[config.mk]
export PLATFORM = sky130hd
export DESIGN_NAME = temp_dwell_alarm_fsm_top
export DESIGN_NICKNAME = d
export VERILOG_FILES = /design/src/rtl/core/tdaf_pkg.sv /design/src/rtl/core/tdaf_cfg.sv /design/src/rtl/core/tdaf_fsm.sv /design/src/rtl/core/temp_dwell_alarm_fsm_top.sv
export SDC_FILE = /design/constraint.sdc
export NUM_CORES = 1
export LEC_CHECK = 0
export ABC_AREA = 1
export BUFFER_PORTS_ARGS = -buffer_cell sky130_fd_sc_hd__buf_2
export CORE_UTILIZATION = 55
export CTS_CLUSTER_SIZE = 24
export DETAILED_ROUTE_END_ITERATION = 6
export PLACE_DENSITY = 0.76
export SLEW_MARGIN = 10
export SYNTH_ARGS = -nofsm -noshare
export SYNTH_HDL_FRONTEND = slang
export SYNTH_SLANG_ARGS = --single-unit
[constraint.sdc]
create_clock -name clk -period 3.9 [get_ports clk]
set_clock_uncertainty 0.15 [all_clocks]
set_input_delay 0.585 -clock clk [delete_from_list [all_inputs] [get_ports clk]]
set_output_delay 0.585 -clock clk [all_outputs]
set_load 0.005 [all_outputs]
[src/rtl/core/tdaf_pkg.sv]
// ----------------------------------------------------------------------------
// tdaf_pkg
// Shared types and constants for the temperature dwell alarm controller.
// ----------------------------------------------------------------------------
package tdaf_pkg;

  localparam int TDAF_TIMER_WIDTH = 32;
  localparam int TEMP_W           = 12;
  localparam int DWELL_W          = 32;
  localparam int ELAPSED_W        = 16;
  localparam int CFG_ADDR_W       = 2;
  localparam int CFG_DATA_W       = 32;

  localparam logic [CFG_ADDR_W-1:0] CFG_PRE_THRESHOLD   = 2'd0;
  localparam logic [CFG_ADDR_W-1:0] CFG_ALARM_THRESHOLD = 2'd1;
  localparam logic [CFG_ADDR_W-1:0] CFG_PRE_DWELL       = 2'd2;
  localparam logic [CFG_ADDR_W-1:0] CFG_ALARM_DWELL     = 2'd3;

  localparam logic [TEMP_W-1:0]  RST_PRE_THRESHOLD   = 12'd300;
  localparam logic [TEMP_W-1:0]  RST_ALARM_THRESHOLD = 12'd400;
  localparam logic [DWELL_W-1:0] RST_PRE_DWELL       = 32'd5000;
  localparam logic [DWELL_W-1:0] RST_ALARM_DWELL     = 32'd5000;

  localparam logic [1:0] MODE_IDLE  = 2'd0;
  localparam logic [1:0] MODE_PRE   = 2'd1;
  localparam logic [1:0] MODE_ALARM = 2'd2;

  localparam logic [2:0] FLAG_PRE   = 3'b001;
  localparam logic [2:0] FLAG_ALARM = 3'b010;
  localparam logic [2:0] FLAG_CMD   = 3'b100;

  typedef enum logic [2:0] {
    ST_IDLE  = 3'b001,
    ST_PRE   = 3'b010,
    ST_ALARM = 3'b100
  } state_t;

  typedef struct packed {
    logic [TEMP_W-1:0]  pre_threshold;
    logic [TEMP_W-1:0]  alarm_threshold;
    logic [DWELL_W-1:0] pre_dwell_ms;
    logic [DWELL_W-1:0] alarm_dwell_ms;
  } cfg_t;

  typedef struct packed {
    logic [1:0] mode;
    logic       pre_alarm_on;
    logic       alarm_on;
    logic       commands_enabled;
    logic       reset_confirmed;
  } res_t;

endpackage

[src/rtl/core/tdaf_cfg.sv]
// ----------------------------------------------------------------------------
// tdaf_cfg
// Configuration register file: thresholds and dwell times.
// ----------------------------------------------------------------------------
module tdaf_cfg (
  input  logic                           clk,
  input  logic                           rst_n,
  input  logic                           cfg_we,
  input  logic [tdaf_pkg::CFG_ADDR_W-1:0] cfg_addr,
  input  logic [tdaf_pkg::CFG_DATA_W-1:0] cfg_wdata,
  output tdaf_pkg::cfg_t                 cfg
);
  import tdaf_pkg::*;

  cfg_t cfg_r;

  always_ff @(posedge clk) begin
    if (!rst_n) begin
      cfg_r.pre_threshold   <= RST_PRE_THRESHOLD;
      cfg_r.alarm_threshold <= RST_ALARM_THRESHOLD;
      cfg_r.pre_dwell_ms    <= RST_PRE_DWELL;
      cfg_r.alarm_dwell_ms  <= RST_ALARM_DWELL;
    end else if (cfg_we) begin
      case (cfg_addr)
        CFG_PRE_THRESHOLD:   cfg_r.pre_threshold   <= cfg_wdata[TEMP_W-1:0];
        CFG_ALARM_THRESHOLD: cfg_r.alarm_threshold <= cfg_wdata[TEMP_W-1:0];
        CFG_PRE_DWELL:       cfg_r.pre_dwell_ms    <= cfg_wdata[DWELL_W-1:0];
        CFG_ALARM_DWELL:     cfg_r.alarm_dwell_ms  <= cfg_wdata[DWELL_W-1:0];
        default: ;
      endcase
    end
  end

  assign cfg = cfg_r;

endmodule

[src/rtl/core/tdaf_fsm.sv]
// ----------------------------------------------------------------------------
// tdaf_fsm
// Mode state machine with entry actions and saturating dwell timers.
// ----------------------------------------------------------------------------
module tdaf_fsm #(
  parameter int TIMER_WIDTH = tdaf_pkg::TDAF_TIMER_WIDTH
) (
  input  logic                          clk,
  input  logic                          rst_n,
  input  logic                          step,
  input  logic [tdaf_pkg::TEMP_W-1:0]    temperature,
  input  logic                          button_pressed,
  input  logic [tdaf_pkg::ELAPSED_W-1:0] elapsed_ms,
  input  tdaf_pkg::cfg_t                cfg,
  output tdaf_pkg::res_t                res
);
  import tdaf_pkg::*;

  localparam int CW = (TIMER_WIDTH > DWELL_W) ? TIMER_WIDTH : DWELL_W;

  state_t                 st_r, st_nxt;
  logic                   entry_r, entry_nxt;
  logic                   pre_run_r, pre_run_nxt;
  logic [TIMER_WIDTH-1:0] pre_tmr_r, pre_tmr_nxt;
  logic                   alm_run_r, alm_run_nxt;
  logic [TIMER_WIDTH-1:0] alm_tmr_r, alm_tmr_nxt;
  logic [2:0]             flags_r, flags_nxt;
  logic                   confirmed;
  logic                   ge_pre, ge_alarm;

  function automatic logic [TIMER_WIDTH-1:0] tmr_adv(
    input logic                   run,
    input logic [TIMER_WIDTH-1:0] t,
    input logic [ELAPSED_W-1:0]   el
  );
    logic [TIMER_WIDTH:0] s;
    s = {1'b0, t} + (TIMER_WIDTH+1)'(el);
    if (!run) tmr_adv = '0;
    else if (s[TIMER_WIDTH]) tmr_adv = '1;
    else tmr_adv = s[TIMER_WIDTH-1:0];
  endfunction

  function automatic logic [1:0] mode_code(input state_t s);
    case (s)
      ST_PRE:   mode_code = MODE_PRE;
      ST_ALARM: mode_code = MODE_ALARM;
      default:  mode_code = MODE_IDLE;
    endcase
  endfunction

  assign ge_pre   = $signed(temperature) >= $signed(cfg.pre_threshold);
  assign ge_alarm = $signed(temperature) >= $signed(cfg.alarm_threshold);

  always_comb begin
    st_nxt      = st_r;
    entry_nxt   = 1'b0;
    pre_run_nxt = pre_run_r;
    pre_tmr_nxt = pre_tmr_r;
    alm_run_nxt = alm_run_r;
    alm_tmr_nxt = alm_tmr_r;
    flags_nxt   = flags_r;
    confirmed   = 1'b0;
    case (st_r)
      ST_PRE: begin
        if (entry_r) begin
          pre_run_nxt = 1'b0;
          pre_tmr_nxt = '0;
          alm_run_nxt = 1'b0;
          alm_tmr_nxt = '0;
          flags_nxt   = (flags_nxt | FLAG_PRE) & ~FLAG_CMD;
        end
        if (!ge_pre) begin
          st_nxt    = ST_IDLE;
          entry_nxt = 1'b1;
        end else if (ge_alarm) begin
          alm_tmr_nxt = tmr_adv(alm_run_nxt, alm_tmr_nxt, elapsed_ms);
          alm_run_nxt = 1'b1;
          if (CW'(alm_tmr_nxt) >= CW'(cfg.alarm_dwell_ms)) begin
            st_nxt    = ST_ALARM;
            entry_nxt = 1'b1;
          end
        end else begin
          alm_run_nxt = 1'b0;
          alm_tmr_nxt = '0;
        end
      end
      ST_ALARM: begin
        if (entry_r) begin
          flags_nxt = (flags_nxt | FLAG_ALARM) & ~FLAG_CMD;
        end
        if (button_pressed) begin
          confirmed = 1'b1;
          st_nxt    = ST_IDLE;
          entry_nxt = 1'b1;
        end
      end
      default: begin
        st_nxt = ST_IDLE;
        if (entry_r) begin
          pre_run_nxt = 1'b0;
          pre_tmr_nxt = '0;
          alm_run_nxt = 1'b0;
          alm_tmr_nxt = '0;
          flags_nxt   = FLAG_CMD;
        end
        if (ge_pre) begin
          pre_tmr_nxt = tmr_adv(pre_run_nxt, pre_tmr_nxt, elapsed_ms);
          pre_run_nxt = 1'b1;
          if (CW'(pre_tmr_nxt) >= CW'(cfg.pre_dwell_ms)) begin
            st_nxt    = ST_PRE;
            entry_nxt = 1'b1;
          end
        end else begin
          pre_run_nxt = 1'b0;
          pre_tmr_nxt = '0;
        end
      end
    endcase
  end

  always_ff @(posedge clk) begin
    if (!rst_n) begin
      st_r      <= ST_IDLE;
      entry_r   <= 1'b1;
      pre_run_r <= 1'b0;
      pre_tmr_r <= '0;
      alm_run_r <= 1'b0;
      alm_tmr_r <= '0;
      flags_r   <= '0;
    end else if (step) begin
      st_r      <= st_nxt;
      entry_r   <= entry_nxt;
      pre_run_r <= pre_run_nxt;
      pre_tmr_r <= pre_tmr_nxt;
      alm_run_r <= alm_run_nxt;
      alm_tmr_r <= alm_tmr_nxt;
      flags_r   <= flags_nxt;
    end
  end

  assign res.mode             = mode_code(st_nxt);
  assign res.pre_alarm_on     = |(flags_nxt & FLAG_PRE);
  assign res.alarm_on         = |(flags_nxt & FLAG_ALARM);
  assign res.commands_enabled = |(flags_nxt & FLAG_CMD);
  assign res.reset_confirmed  = confirmed;

endmodule

[src/rtl/core/temp_dwell_alarm_fsm_top.sv]
// ----------------------------------------------------------------------------
// temp_dwell_alarm_fsm_top
// Three-mode temperature alarm controller with dwell timers.
// ----------------------------------------------------------------------------
// Usage:
//   Input channel (in_*): one transaction per periodic tick, carrying the
//   temperature sample, the button level and the milliseconds since the
//   previous tick. Output channel (out_*): exactly one transaction per tick
//   with the mode and indication flags after that tick.
//   Configuration port (cfg_*): write thresholds and dwell times while the
//   block is idle; writes take effect on the next edge.
//   Path: a tick accepted into the input register steps the state machine
//   between the input register and the result register, and its result is
//   captured in the result register that drives out_*. Throughput: one
//   tick per cycle while out_stall does not hold the result register.
//   Reset: mode idle, timers cleared, all flags low; the first tick runs
//   the idle entry actions. Configuration returns to its defaults.
//   Stall: a stalled result holds in the result register; the input
//   register still takes a tick while the result register is free or
//   moving, and in_stall rises only when both stages are full and blocked.
// ----------------------------------------------------------------------------
module temp_dwell_alarm_fsm_top #(
  parameter int TIMER_WIDTH = tdaf_pkg::TDAF_TIMER_WIDTH
) (
  input  logic                           clk,
  input  logic                           rst_n,
  input  logic                           in_valid,
  output logic                           in_stall,
  input  logic signed [tdaf_pkg::TEMP_W-1:0] in_temperature,
  input  logic                           in_button_pressed,
  input  logic [tdaf_pkg::ELAPSED_W-1:0]  in_elapsed_ms,
  output logic                           out_valid,
  input  logic                           out_stall,
  output logic [1:0]                     out_mode,
  output logic                           out_pre_alarm_on,
  output logic                           out_alarm_on,
  output logic                           out_commands_enabled,
  output logic                           out_reset_confirmed,
  input  logic                           cfg_we,
  input  logic [tdaf_pkg::CFG_ADDR_W-1:0] cfg_addr,
  input  logic [tdaf_pkg::CFG_DATA_W-1:0] cfg_wdata
);
  import tdaf_pkg::*;

  cfg_t                 cfg;
  res_t                 res;
  res_t                 res_r;
  logic                 in_vld_r;
  logic                 out_vld_r;
  logic [TEMP_W-1:0]    temp_r;
  logic                 button_r;
  logic [ELAPSED_W-1:0] elapsed_r;
  logic                 out_adv;
  logic                 step;
  logic                 in_take;

  assign out_adv  = ~out_vld_r | ~out_stall;
  assign step     = in_vld_r & out_adv;
  assign in_stall = in_vld_r & ~out_adv;
  assign in_take  = in_valid & ~in_stall;

  always_ff @(posedge clk) begin
    if (!rst_n) begin
      in_vld_r <= 1'b0;
    end else if (in_take) begin
      in_vld_r <= 1'b1;
    end else if (step) begin
      in_vld_r <= 1'b0;
    end
  end

  always_ff @(posedge clk) begin
    if (in_take) begin
      temp_r    <= in_temperature;
      button_r  <= in_button_pressed;
      elapsed_r <= in_elapsed_ms;
    end
  end

  always_ff @(posedge clk) begin
    if (!rst_n) begin
      out_vld_r <= 1'b0;
    end else if (out_adv) begin
      out_vld_r <= in_vld_r;
    end
  end

  always_ff @(posedge clk) begin
    if (step) begin
      res_r <= res;
    end
  end

  tdaf_cfg u_cfg (
    .clk       (clk),
    .rst_n     (rst_n),
    .cfg_we    (cfg_we),
    .cfg_addr  (cfg_addr),
    .cfg_wdata (cfg_wdata),
    .cfg       (cfg)
  );

  tdaf_fsm #(
    .TIMER_WIDTH (TIMER_WIDTH)
  ) u_fsm (
    .clk            (clk),
    .rst_n          (rst_n),
    .step           (step),
    .temperature    (temp_r),
    .button_pressed (button_r),
    .elapsed_ms     (elapsed_r),
    .cfg            (cfg),
    .res            (res)
  );

  assign out_valid            = out_vld_r;
  assign out_mode             = res_r.mode;
  assign out_pre_alarm_on     = res_r.pre_alarm_on;
  assign out_alarm_on         = res_r.alarm_on;
  assign out_commands_enabled = res_r.commands_enabled;
  assign out_reset_confirmed  = res_r.reset_confirmed;

endmodule

==> metrics.yaml <==
ios: 76
whs_ns: 0.134
dpl.cell_count: 2607
endpoint_kind: "register"
ff_latch_area_um2: 4320
die_w_um: 162
drc: 2
synth_top_area_share_pct: 23.1
cts_max_level: 4
cts-buffers-inserted: 17
holdPathStages: 1
cts.sinks: 198
reg2reg_depth: 24
drive_gt1_share_pct: 22.5
gp_congestion: 0.979
syn_area_um2: 14100
worst_pin_slew_ns: 0.861
synth.avg_cell_area_um2: 6.62
max-cap-violations: 0
fmax_mhz: 253
start_util_pct: 56.0
finalCriticalPeriod_ns: 3.96
die_area_um2: 26300
synth_nets: 2320
fillers: 2070
antenna_found_initial: 0
diodes: 0
finalSetupViolCount: 4
ys_types: 48
routedWlPerCell_um: 17.6
tns_ns: -0.165
path_clk_slew_ns: 0.10
port_buffers: 75
grt_overflow: 0
multi_input_area_um2: 8960
relSlewSlack_pct: 42.6
arrival_ns: 4.03
power.density_nw_per_um2: 298
final_util_pct: 69.6
detail_route.iter0.violations: 1301
leakage_nw: 8.57
ys_warn_count: 0
place_hpwl_um: 34300
core-area_um2: 25200
violations: "DRC, setup timing"
grt_pass1_vias: 13900
yosys_register_bits: 198
synth_area_leaders: "dfxtp_1, nand2_1, ha_1"
cp-start-kind: "register"
vdd_drop_max_v: 0.000271
drv_slew: 0
die_h_um: 162
cts_tree: "done"
postSynthCellCount: 2130
seq_area_frac_synth_pct: 30.6
outcome: "finished, violations left"
cts-root-buf: "clkbuf_16"
criticalPathCategory: "register to register"
grt_pass1_wl_um: 70900
drtAntennaViolNets: 0
final_cells: 2665
wl_um: 47000
hp-class: "primary input to register"
clk_latency_ns: 0.47
synth_top_area_cell: "dfxtp_1"
cts_hold_buf: 0
fin_crit_sh_pct: 102
required_ns: 3.97
clk_path_buf_depth: 2
grtUsageTotal_pct: 34.8
crit_path_max_fanout: 8
via_count: 14900
place_ws_ns: -0.171
setup_slack_ns: -0.0602
synth_enable_flop_cells: 35
finalHoldViolations: 0
grt_setup_unrepaired: "true"
fin_nets: 2512
synthArstFlopShare_pct: 0
dr.pass1.iters: 7
synthFlopType: "dfxtp_1"
placementRows: 58
grt_max_degree: 89
avgViaCountPerCell: 5.61
syn2layout_area_growth_pct: 24.1
-- final timing paths --
kind / from / endpoint / slack [ns]
setup / recovery: u_fsm.entry_r$_SDFFE_PN1P_ / out_mode[0]$_DFFE_PP_ / -0.06
hold / removal: in_temperature[10] / temp_r[10]$_DFFE_PP_ / 0.13
setup reg to reg: u_fsm.entry_r$_SDFFE_PN1P_ / out_mode[0]$_DFFE_PP_ / -0.06
hold reg to reg: u_cfg.cfg[49]$_SDFFE_PN0P_ / u_cfg.cfg[49]$_SDFFE_PN0P_ / 0.32
-- synth_stat cells (14+ instances only) --
cell	instances
nand4_1	14
a21oi_1	265
edfxtp_1	35
nand2_1	494
dfxtp_1	163
xnor2_1	18
nor3_1	19
inv_1	344
nor2_1	153
ha_1	120
clkbuf_1	51
o21ai_0	169
nand3_1	130
-- critical path: stages (launching register included) --
cell,delay [ns]
dfxtp_4,0.51
buf_12,0.16
nor2_1,0.06
ha_1,0.34
nand2_2,0.10
nor2_4,0.10
inv_2,0.06
nor3_4,0.22
nand2_2,0.09
nand2_2,0.10
nand3_4,0.13
buf_12,0.19
buf_12,0.15
a21oi_4,0.16
ha_1,0.26
nand2_1,0.06
inv_1,0.03
o21ai_1,0.14
nand2_1,0.08
a21oi_1,0.15
nand2_1,0.08
nand2_2,0.08
nand3_4,0.12
nand3_4,0.11
nand2_1,0.07
-- power breakdown --
group / total [mW] / internal, mW / switching [mW]
Sequential: 2.28 / 2.20 / 0.0772
Clock: 1.99 / 0.921 / 1.07
Combinational: 0.946 / 0.348 / 0.597
-- flip-flops by register name, indices dropped and copies added, names as in the netlist --
name and flops:
u_cfg.cfg 88, u_fsm.alm_tmr_r 32, u_fsm.pre_tmr_r 32, elapsed_r 16
temp_r 12, u_fsm.flags_r 3, u_fsm.st_r 3, out_mode 2
button_r 1, in_vld_r 1, out_alarm_on 1, out_commands_enabled 1
out_pre_alarm_on 1, out_reset_confirmed 1, out_valid 1, u_fsm.alm_run_r 1
u_fsm.entry_r 1, u_fsm.pre_run_r 1
-- cell families after synthesis --
group                    after synthesis  synth area share, %
AO/OA/AOI/OAI                        475                 17.6
adder cells (fa/ha/maj)              122                 10.9
XOR/XNOR                              28                 1.74
flip-flops                           198                 30.6
buffers and inverters                436                 12.1
AND/OR/NAND/NOR                      871                 27.0
-- cell usage in the layout, fill, tap and decap left out, types with 4 or more instances in the layout --
master / n
inv_12: 4
nor2_4: 17
clkinv_8: 4
ha_1: 99
nand2_1: 444
a21oi_4: 6
buf_4: 159
edfxtp_1: 35
o21a_1: 5
o21ai_2: 5
nand3_4: 9
a21oi_1: 246
dfxtp_1: 162
nand4_1: 14
nor3_2: 12
a21oi_2: 25
buf_6: 8
nand3_2: 22
o21ai_1: 7
nand2_4: 7
buf_2: 74
clkbuf_16: 18
nor2_2: 30
o21bai_1: 4
nor2_1: 130
nand3_1: 105
ha_4: 18
inv_1: 337
xnor2_1: 18
inv_2: 19
xor2_1: 9
o21ai_0: 159
nor3_1: 9
buf_12: 5
o211ai_1: 13
nand2_2: 55
-- area by class of cell --
class | instances | area share [%]
clock buffer | 17 | 2.43
clock inverter | 15 | 1.31
inverter | 360 | 7.74
multi-input combinational | 1496 | 51.2
sequential | 198 | 24.7
tap | 330 | 2.36
timing repair buffer | 249 | 10.3
-- timing repair --
action	CTS	global route
cloned	0	1
endpoints found under the setup margin	6	6
setup buffers	5	20
gates resized for setup	13	202
hold endpoints to repair	0	0
pin swaps	1	59
-- routing by layer --
layer	part of all wire [%]	track usage, %
met4	5.8	18.0
met1	39	42.0
met2	48	60.1
met3	6.6	4.60
met5	0	0
-- metrics by stage --
stage	power, mW	instance area, um2
4_1_cts	5.10	16500
3_5_place_dp	3.15	15700
3_3_place_gp	3.12	15700
5_1_grt	5.39	17500
6_report	5.22	17500
2_1_floorplan	2.83	14100
(Power assumes the default switching activity.)
